`src/sv/caprng_pkg.sv`:
```
package caprng_pkg;

    // request types (s_axis_tuser)
    localparam logic [1:0] REQ_OFFER  = 2'd0;
    localparam logic [1:0] REQ_DRAIN  = 2'd1;
    localparam logic [1:0] REQ_FINISH = 2'd2;

    // result kinds (m_axis_tuser)
    localparam logic [2:0] KIND_OK       = 3'd0;
    localparam logic [2:0] KIND_RD_ERR   = 3'd1;
    localparam logic [2:0] KIND_FILT_ERR = 3'd2;
    localparam logic [2:0] KIND_STATUS   = 3'd3;
    localparam logic [2:0] KIND_EMPTY    = 3'd4;

    // stored entry class
    localparam logic [1:0] CLS_OK       = 2'd0;
    localparam logic [1:0] CLS_RD_ERR   = 2'd1;
    localparam logic [1:0] CLS_FILT_ERR = 2'd2;

    // offered count at which the block closes itself
    localparam logic [62:0] WRAP_GUARD = 63'h7FFF_FFFF_FFFF_FFFD;

    // output queue
    localparam int Q_DEPTH = 4;
    localparam int QAW     = $clog2(Q_DEPTH);
    localparam int QLW     = $clog2(Q_DEPTH + 1);

    typedef struct packed {
        logic [1:0]         req_type;
        logic [31:0]        midi_word;
        logic signed [31:0] event_timestamp;
        logic [63:0]        capture_time_bits;
        logic [31:0]        filter_bits;
        logic signed [31:0] error_code;
        logic               filter_failed;
        logic [62:0]        drain_through;
    } t_req;

    typedef struct packed {
        logic [62:0]        seq;
        logic [63:0]        capture_time;
        logic [31:0]        midi_word;
        logic signed [31:0] timestamp;
        logic [31:0]        filter_bits;
        logic signed [31:0] error_code;
        logic [1:0]         cls;
    } t_entry;

    typedef struct packed {
        logic [2:0]         result_kind;
        logic               last_of_run;
        logic [62:0]        sequence_or_offered;
        logic [63:0]        out_capture_time;
        logic [31:0]        out_midi_word;
        logic signed [31:0] out_timestamp;
        logic [31:0]        out_filter_bits;
        logic signed [31:0] out_error_code;
        logic [62:0]        written_count;
        logic [62:0]        dropped_count;
        logic [62:0]        read_error_count;
        logic               is_closed;
    } t_result;

endpackage

```
`src/sv/caprng_ctrl.sv`:
```
module caprng_ctrl #(
    parameter int RING_DEPTH  = 256,
    parameter int DRAIN_LIMIT = 16,
    parameter int AW          = 8
) (
    input  logic                       i_clk,
    input  logic                       i_rst_n,
    input  logic                       i_req_valid,
    output logic                       o_req_ready,
    input  caprng_pkg::t_req           i_req,
    output logic                       o_push,
    output caprng_pkg::t_result        o_push_data,
    input  logic [caprng_pkg::QLW-1:0] i_q_level,
    output logic                       o_wr_en,
    output logic [AW-1:0]              o_wr_addr,
    output caprng_pkg::t_entry         o_wr_data,
    output logic                       o_rd_en,
    output logic [AW-1:0]              o_rd_addr,
    input  caprng_pkg::t_entry         i_rd_data
);
    import caprng_pkg::*;

    localparam int UW = $clog2(RING_DEPTH + 1);
    localparam int CW = $clog2(DRAIN_LIMIT + 1);

    typedef enum logic [1:0] {ST_IDLE, ST_STATUS, ST_DRAIN} t_state;

    t_state        r_state;
    logic [2:0]    r_kind;
    logic [62:0]   r_head;
    logic [62:0]   r_tail;
    logic [62:0]   r_offered;
    logic [62:0]   r_dropped;
    logic [62:0]   r_rderr;
    logic          r_closed;
    logic [UW-1:0] r_used;
    logic [AW-1:0] r_wr_idx;
    logic [AW-1:0] r_rd_idx;
    logic [62:0]   r_limit;
    logic [CW-1:0] r_drn_cnt;
    logic          r_rd_valid;
    logic          r_rd_last;

    logic          w_room;
    logic          w_accept;
    logic          w_is_err;
    logic          w_guard;
    logic          w_full;
    logic          w_store;
    logic          w_empty;
    logic [62:0]   w_limit;
    logic          w_issue;
    logic          w_last;
    logic [62:0]   n_offered;
    logic [62:0]   n_tail;
    logic [1:0]    w_cls;

    // free queue slots must cover the read in flight plus the next push
    assign w_room = ({1'b0, i_q_level} + (QLW+1)'(r_rd_valid)) < (QLW+1)'(Q_DEPTH);

    assign o_req_ready = (r_state == ST_IDLE) && w_room;
    assign w_accept    = i_req_valid && o_req_ready;

    // offer decode
    assign w_is_err  = i_req.error_code[31];
    assign w_guard   = (r_offered >= WRAP_GUARD);
    assign w_full    = (r_used == UW'(RING_DEPTH));
    assign n_offered = r_offered + 63'd1;
    assign w_store   = w_accept && (i_req.req_type == REQ_OFFER) && !r_closed
                       && !w_guard && !w_full;
    assign w_cls     = !w_is_err ? CLS_OK :
                       (i_req.filter_failed ? CLS_FILT_ERR : CLS_RD_ERR);

    assign o_wr_en   = w_store;
    assign o_wr_addr = r_wr_idx;
    assign o_wr_data = '{seq:          n_offered,
                         capture_time: i_req.capture_time_bits,
                         midi_word:    i_req.midi_word,
                         timestamp:    i_req.event_timestamp,
                         filter_bits:  i_req.filter_bits,
                         error_code:   i_req.error_code,
                         cls:          w_cls};

    // drain bound: min(drain_through, head); tail never passes head
    assign w_empty = (r_tail >= i_req.drain_through) || (r_tail == r_head);
    assign w_limit = (i_req.drain_through < r_head) ? i_req.drain_through : r_head;

    assign w_issue   = (r_state == ST_DRAIN) && w_room;
    assign n_tail    = r_tail + 63'd1;
    assign w_last    = (n_tail == r_limit) || (r_drn_cnt == CW'(DRAIN_LIMIT - 1));
    assign o_rd_en   = w_issue;
    assign o_rd_addr = r_rd_idx;

    // one push per cycle: a drain read returning, or a status/empty result
    assign o_push = r_rd_valid || (r_state == ST_STATUS);

    always_comb begin
        o_push_data                  = '0;
        o_push_data.written_count    = r_head;
        o_push_data.dropped_count    = r_dropped;
        o_push_data.read_error_count = r_rderr;
        o_push_data.is_closed        = r_closed;
        if (r_rd_valid) begin
            o_push_data.result_kind         = {1'b0, i_rd_data.cls};
            o_push_data.last_of_run         = r_rd_last;
            o_push_data.sequence_or_offered = i_rd_data.seq;
            o_push_data.out_capture_time    = i_rd_data.capture_time;
            o_push_data.out_midi_word       = i_rd_data.midi_word;
            o_push_data.out_timestamp       = i_rd_data.timestamp;
            o_push_data.out_filter_bits     = i_rd_data.filter_bits;
            o_push_data.out_error_code      = i_rd_data.error_code;
        end else begin
            o_push_data.result_kind         = r_kind;
            o_push_data.last_of_run         = 1'b1;
            o_push_data.sequence_or_offered = (r_kind == KIND_STATUS) ? r_offered : '0;
        end
    end

    always_ff @(posedge i_clk) begin
        if (!i_rst_n) begin
            r_state    <= ST_IDLE;
            r_kind     <= KIND_STATUS;
            r_head     <= '0;
            r_tail     <= '0;
            r_offered  <= '0;
            r_dropped  <= '0;
            r_rderr    <= '0;
            r_closed   <= 1'b0;
            r_used     <= '0;
            r_wr_idx   <= '0;
            r_rd_idx   <= '0;
            r_drn_cnt  <= '0;
            r_rd_valid <= 1'b0;
            r_rd_last  <= 1'b0;
        end else begin
            r_rd_valid <= w_issue;
            unique case (r_state)
                ST_IDLE: begin
                    if (w_accept) begin
                        unique case (i_req.req_type)
                            REQ_OFFER: begin
                                r_kind  <= KIND_STATUS;
                                r_state <= ST_STATUS;
                                if (!r_closed) begin
                                    if (w_guard) begin
                                        r_closed <= 1'b1;
                                    end else begin
                                        r_offered <= n_offered;
                                        if (w_is_err && !i_req.filter_failed) begin
                                            r_rderr <= r_rderr + 63'd1;
                                        end
                                        if (w_full) begin
                                            r_dropped <= r_dropped + 63'd1;
                                        end else begin
                                            r_head   <= r_head + 63'd1;
                                            r_used   <= r_used + UW'(1);
                                            r_wr_idx <= (r_wr_idx == AW'(RING_DEPTH - 1)) ?
                                                        '0 : r_wr_idx + AW'(1);
                                        end
                                    end
                                end
                            end
                            REQ_DRAIN: begin
                                r_limit   <= w_limit;
                                r_drn_cnt <= '0;
                                if (w_empty) begin
                                    r_kind  <= KIND_EMPTY;
                                    r_state <= ST_STATUS;
                                end else begin
                                    r_state <= ST_DRAIN;
                                end
                            end
                            REQ_FINISH: begin
                                r_closed <= 1'b1;
                                r_kind   <= KIND_STATUS;
                                r_state  <= ST_STATUS;
                            end
                            default: begin
                                // unused request type: taken, no result
                            end
                        endcase
                    end
                end
                ST_STATUS: begin
                    r_state <= ST_IDLE;
                end
                ST_DRAIN: begin
                    if (w_issue) begin
                        r_rd_last <= w_last;
                        r_tail    <= n_tail;
                        r_used    <= r_used - UW'(1);
                        r_drn_cnt <= r_drn_cnt + CW'(1);
                        r_rd_idx  <= (r_rd_idx == AW'(RING_DEPTH - 1)) ?
                                     '0 : r_rd_idx + AW'(1);
                        if (w_last) begin
                            r_state <= ST_IDLE;
                        end
                    end
                end
                default: begin
                    r_state <= ST_IDLE;
                end
            endcase
        end
    end

endmodule

```
`config.mk`:
```
export PLATFORM = sky130hd
export DESIGN_NAME = caprng_ctrl
export DESIGN_NICKNAME = d
export VERILOG_FILES = /design/src/sv/caprng_pkg.sv /design/src/sv/caprng_ctrl.sv
export SDC_FILE = /design/constraint.sdc
export NUM_CORES = 1
export LEC_CHECK = 0
export ABC_AREA = 0
export BUFFER_PORTS_ARGS = -buffer_cell sky130_fd_sc_hd__buf_2
export CORE_AREA = 5 5 486 488
export CTS_BUF_LIST = sky130_fd_sc_hd__clkbuf_8
export DETAILED_ROUTE_END_ITERATION = 6
export DIE_AREA = 0 0 491 493
export GPL_TIMING_DRIVEN = 0
export SKIP_CTS_REPAIR_TIMING = 1
export SLEW_MARGIN = 20
export SYNTH_ARGS = -nofsm -noshare
export SYNTH_HDL_FRONTEND = slang
export SYNTH_SLANG_ARGS = --single-unit
```
`constraint.sdc`:
```
create_clock -name i_clk -period 5.4 [get_ports i_clk]
set_input_delay 1.08 -clock i_clk [delete_from_list [all_inputs] [get_ports i_clk]]
set_output_delay 1.08 -clock i_clk [all_outputs]
set_load 0.05 [all_outputs]
```
Word-level counts from Yosys, hierarchy flattened
Cells that the tools add are included.
Widths: inputs -> output; s select.
{ "totals": {"regBits": 416, "word_cells": 116, "output_inout_bits": 726, "inputBits": 521} }
{ "op_classes": {"magnitude_cmp": 4, "n_mux": 30, "n_bitwise": 3, "eq_ne": 21, "add_sub_neg": 11, "reduce_logical": 32} }
{ "ops": {"columns": ["cell", "n"], "rows": [
  ["$add 63x1->63 const B", 5],
  ["$mux 192", 1],
  ["$eq 63x63->1", 2],
  ["$mux 63", 2],
  ["$mux 67", 1],
  ["$ge 63x63->1", 1],
  ["$ge 63x63->1 const B", 1],
  ["$lt 63x63->1", 1],
  ["$mux 9", 6],
  ["$pmux 9 s2", 1],
  ["$reduce_and 6->1", 3],
  ["$add 8x1->8 const B", 2],
  ["$eq 8x8->1 const B", 2],
  ["$mux 8", 2],
  ["$reduce_and 4->1", 4],
  ["$mux 5", 3],
  ["$ne 2x2->1 const B", 7],
  ["$mux 2", 6],
  ["$pmux 5 s2", 1],
  ["$add 9x1->9 const B", 1],
  ["$eq 9x9->1 const B", 1],
  ["$sub 9x1->9 const B", 1],
  ["$logic_and 1x1->1", 8],
  ["$pmux 2 s2", 2],
  ["23 further kinds", 37]
]} }

Depth between registers and ports, before layout
{ "depth": {"depth_word": 8, "ltp_mapped": 14} }

Worst setup path before layout
OpenSTA, ideal clock, no wires.
{ "synth_path": {"kind": "input to register", "startpoint": "in i_q_level[1] in the netlist's numbering", "endpoint": "reg r_limit[0], enable pin", "path_buffers": 0, "cell_stages": 4, "setup_ns": 0.484, "t_arrival_ns": 4.674, "path_slack_ns": 0.242, "cell_sequence": "a31oi_1 -> and2_1 -> nand3_1 -> nor2_1"} }
{ "synth_between": {"elab_chain_cells": 5} }
{ "synth_lines": {"columns": ["item", "line_no", "source"], "rows": [
  ["start, declared", "caprng_ctrl.sv:13", "input logic [caprng_pkg::QLW-1:0] i_q_level,"],
  ["$add 3x1->4", "caprng_ctrl.sv:59", "assign w_room = ({1'b0, i_q_level} + (QLW+1)'(r_rd_valid)) < (QLW+1)'(Q_DEPTH);"],
  ["$lt 4x3->1", "caprng_ctrl.sv:59", null],
  ["$logic_and 1x1->1", "caprng_ctrl.sv:61", "assign o_req_ready = (r_state == ST_IDLE) && w_room;"],
  ["via o_req_ready", "caprng_ctrl.sv:9", "output logic o_req_ready,"],
  ["$logic_and 1x1->1", "caprng_ctrl.sv:62", "assign w_accept = i_req_valid && o_req_ready;"],
  ["$reduce_and 4->1 (no line)", null, null],
  ["end signal, assigned", "caprng_ctrl.sv:164", "r_limit <= w_limit;"],
  ["end, declared", "caprng_ctrl.sv:39", "logic [62:0] r_limit;"]
]} }
The timed path passes the listed nets, and every way through them passes these cells.
A chain may end at the register's enable or synchronous reset.

==> metrics <==
Post-Syn Area 0.0296 mm2; VDD IR max 0.000202 V; worst setup margin 152 ps; Seq/Total Area, Yosys about 30%; Post-synth EDFFs 63; min Tclk post-route 5250 ps; fill count 26400; fmax 191 MHz; critical path's largest stage delay 530 ps; critical path endpoint category output port; die height 493 um; Crit path top cell by count clkbuf_1; Slew Limit Fails 0; Hold Path Class register to register; Routed Antenna Nets 0; crit-path cells buf_2 > nand4_1 > or4_1 > clkbuf_1 > and4bb_2 > and3b_1 > clkbuf_1 > and3_1 > and4_1 > xor2_1 > buf_4; r2r setup slk 510 ps; crit-path max FO 7; WHS 483 ps; asr flop ratio synth 0%; clk_lat worst skew 810 ps; DR WL/cell 27.0 um; Die ar. 0.242 mm2; post-synthesis instance total 3627; TritonCTS Buffers 81; initial antenna violation count 73; Net Count, Synth 4291; final hold violations 0; CTS H-tree lvls 3; Synth top area share 23.8%; I/O pin count ~1200; TritonCTS clock tree done; actual slew at the worst max-slew pin between 1000 and 1500 ps; Initial DRC Count 3112; maximum clock path buffer count 3; chip width 491 um; Primary FF master, synth dfxtp_1; layout cell share with drive strength beyond 1 a little under a third; maxcap violations 0; status complete, no violations; Worst Skew 67.2 ps; core area 0.231 mm2; post-synth cell types 90; Pwr Density 188 mW/mm2; Setup WS pre-CTS -127 ps; Reg area 0.00894 mm2; Total Nets Final 5443; Post-route DRC 0; GP Congestion roughly 1.0; DR vias 32400; crit path max-delay cell type or4_1; root buf cell clkbuf_8; placement row count 177; first-pass GRT wire length 276 mm; largest net degree at the start of global routing 25; P&R area growth vs syn 38.0%; cell taking the most area after synthesis dfxtp_1; router iterations before antenna repair 5; Vias/cell about 4; multi-input logic area 0.0176 mm2; fin crit share 97.2%; Initial Util 12.8%; vias in the first global route around 30000; syn avg cell area 8.15 um2; CP Data Arrival Time between 4000 and 5000 ps; port bufs 1055; Sink Count 415; total wire length 214 mm; Tot GR Track Use 16.7%; hpwl dp 186 mm; Synth warnings 0; Worst Path Required 4320 ps; Max-slew headroom 22.4%; gr ovfl total 0; Pleak 0.0181 uW; register bit count reported by yosys 415; final setup vio count 0; Clock Pin Slew Worst Setup and Hold Paths approximately 60 ps; Crit Path Category register to output port; Critical Path Start Type register; synth top area cells dfxtp_1 24%, xor2_1 6.8%, xnor2_1 6.6%
==> state kept, by name, indices dropped and copies added, names as in the netlist <==
register / cells
o_rd_addr: 8
o_wr_addr: 8
r_closed: 1
r_drn_cnt: 5
r_dropped: 63
r_head: 63
r_kind: 2
r_limit: 63
r_offered: 63
r_rd_last: 1
r_rd_valid: 1
r_rderr: 63
r_state: 2
r_tail: 63
r_used: 9
==> final cells by class <==
cell class / instances / area share [%]
Timing Repair Buffer: 1072 / 13.6
Sequential cell: 415 / 21.9
Tap cell: 3043 / 9.34
Inverter: 182 / 1.68
Multi-Input combinational cell: 2621 / 43.2
Clock inverter: 46 / 0.733
Buffer: 406 / 5.99
Antenna cell: 31 / 0.190
Clock buffer: 101 / 3.41
==> routing by layer <==
layer,wire (um),vias to the layer above,global-route usage (%)
met4,7010,22,5.02
met1,89000,15600,21.1
li1,-,14700,-
met5,414,-,0.783
met2,90000,1855,24.7
met3,27600,277,8.28
==> worst paths after layout <==
| check | to | start | depth (start not counted) |
|---|---|---|---|
| worst max register to register | r_limit[14]$_DFFE_PP_ | r_head[40]$_SDFFE_PN0P_ | 14 |
| worst min register to register | r_dropped[61]$_SDFFE_PN0P_ | r_dropped[61]$_SDFFE_PN0P_ | 2 |
| worst max-delay path | o_wr_data[253] | r_offered[2]$_SDFFE_PN0P_ | 11 |
| worst min-delay path | r_dropped[61]$_SDFFE_PN0P_ | r_dropped[61]$_SDFFE_PN0P_ | 2 |
==> critical path, delay by kind of cell, from the launching register on <==
kind                   cells  cell delay (ps)
AND/OR/NAND/NOR            6             1890
buffers and inverters      4             1010
XOR/XNOR                   1              160
flip-flops                 1              310
==> logic make-up (layout without fill, tap and decap cells) <==
logic type	after synthesis	in the layout	share of synthesized area, %
fa+ha+maj	143	143	6.08
mux	92	92	3.13
buf+inv	591	1807	10.5
flops	415	415	30.2
other cells	0	31	0
compound gates	407	407	9.23
simple gates	1524	1524	27.3
xor+xnor	455	455	13.5
==> power breakdown <==
part	internal, uW	switching, uW	total, uW
Sequential	3150	9.73	3160
Combinational	339	764	1100
Clock	1800	1600	3390
Total	5280	2370	7650
==> Yosys cell counts (10+ instances only) <==
cell	count
nand3_1	165
or2_2	10
a211oi_1	16
and3_1	66
buf_4	195
nor4_1	74
buf_2	27
xor2_1	231
buf_6	15
mux2i_1	88
a22o_1	63
nor3_1	101
ha_1	142
nand2b_1	24
or3_1	57
or4_1	14
and4_1	34
clkbuf_1	168
a21o_1	51
nand4_1	129
nor2_1	356
o21ai_0	85
nand2_1	221
xnor2_1	224
edfxtp_1	63
a21oi_1	105
and2_1	220
inv_1	181
dfxtp_1	352
==> per-stage QoR <==
| step | power, uW | std cells | area, um2 | utilization [%] | setup TNS [ps] |
|---|---|---|---|---|---|
| final | 7650 | 7917 | 40800 | 17.6 | 0 |
| after global routing | 7930 | 7902 | 40700 | 17.6 | -15.4 |
| after CTS | 7750 | 7883 | 40600 | 17.5 | -4730 |
| after detailed placement | 4330 | 7736 | 38900 | 16.8 | -127 |
| after global placement | 4310 | 7725 | 38600 | 16.7 | -351050 |
| after floorplan | 3850 | 3627 | 29600 | - | 0 |
==> placed cells by master (no fill, tap or decap), types with 10 or more instances in the layout <==
master and instances:
inv_1 203, or3_1 57, a21o_1 51, edfxtp_1 63, o21ai_0 85, nor4_1 72, xor2_1 230, and2_1 220
buf_4 206, and4_1 34, a22o_1 63, dfxtp_1 351, a211oi_1 16, clkbuf_2 24, nand2_1 221, clkbuf_8 102
and3_1 66, buf_6 17, ha_1 142, xnor2_1 224, nor3_1 97, or2_2 10, mux2i_1 88, a21oi_1 105
or4_1 14, nand4_1 129, nand3_1 164, nor2_1 353, nand2b_1 24, clkbuf_1 141, diode_2 31, buf_2 1078
(Power assumes the default switching activity.)
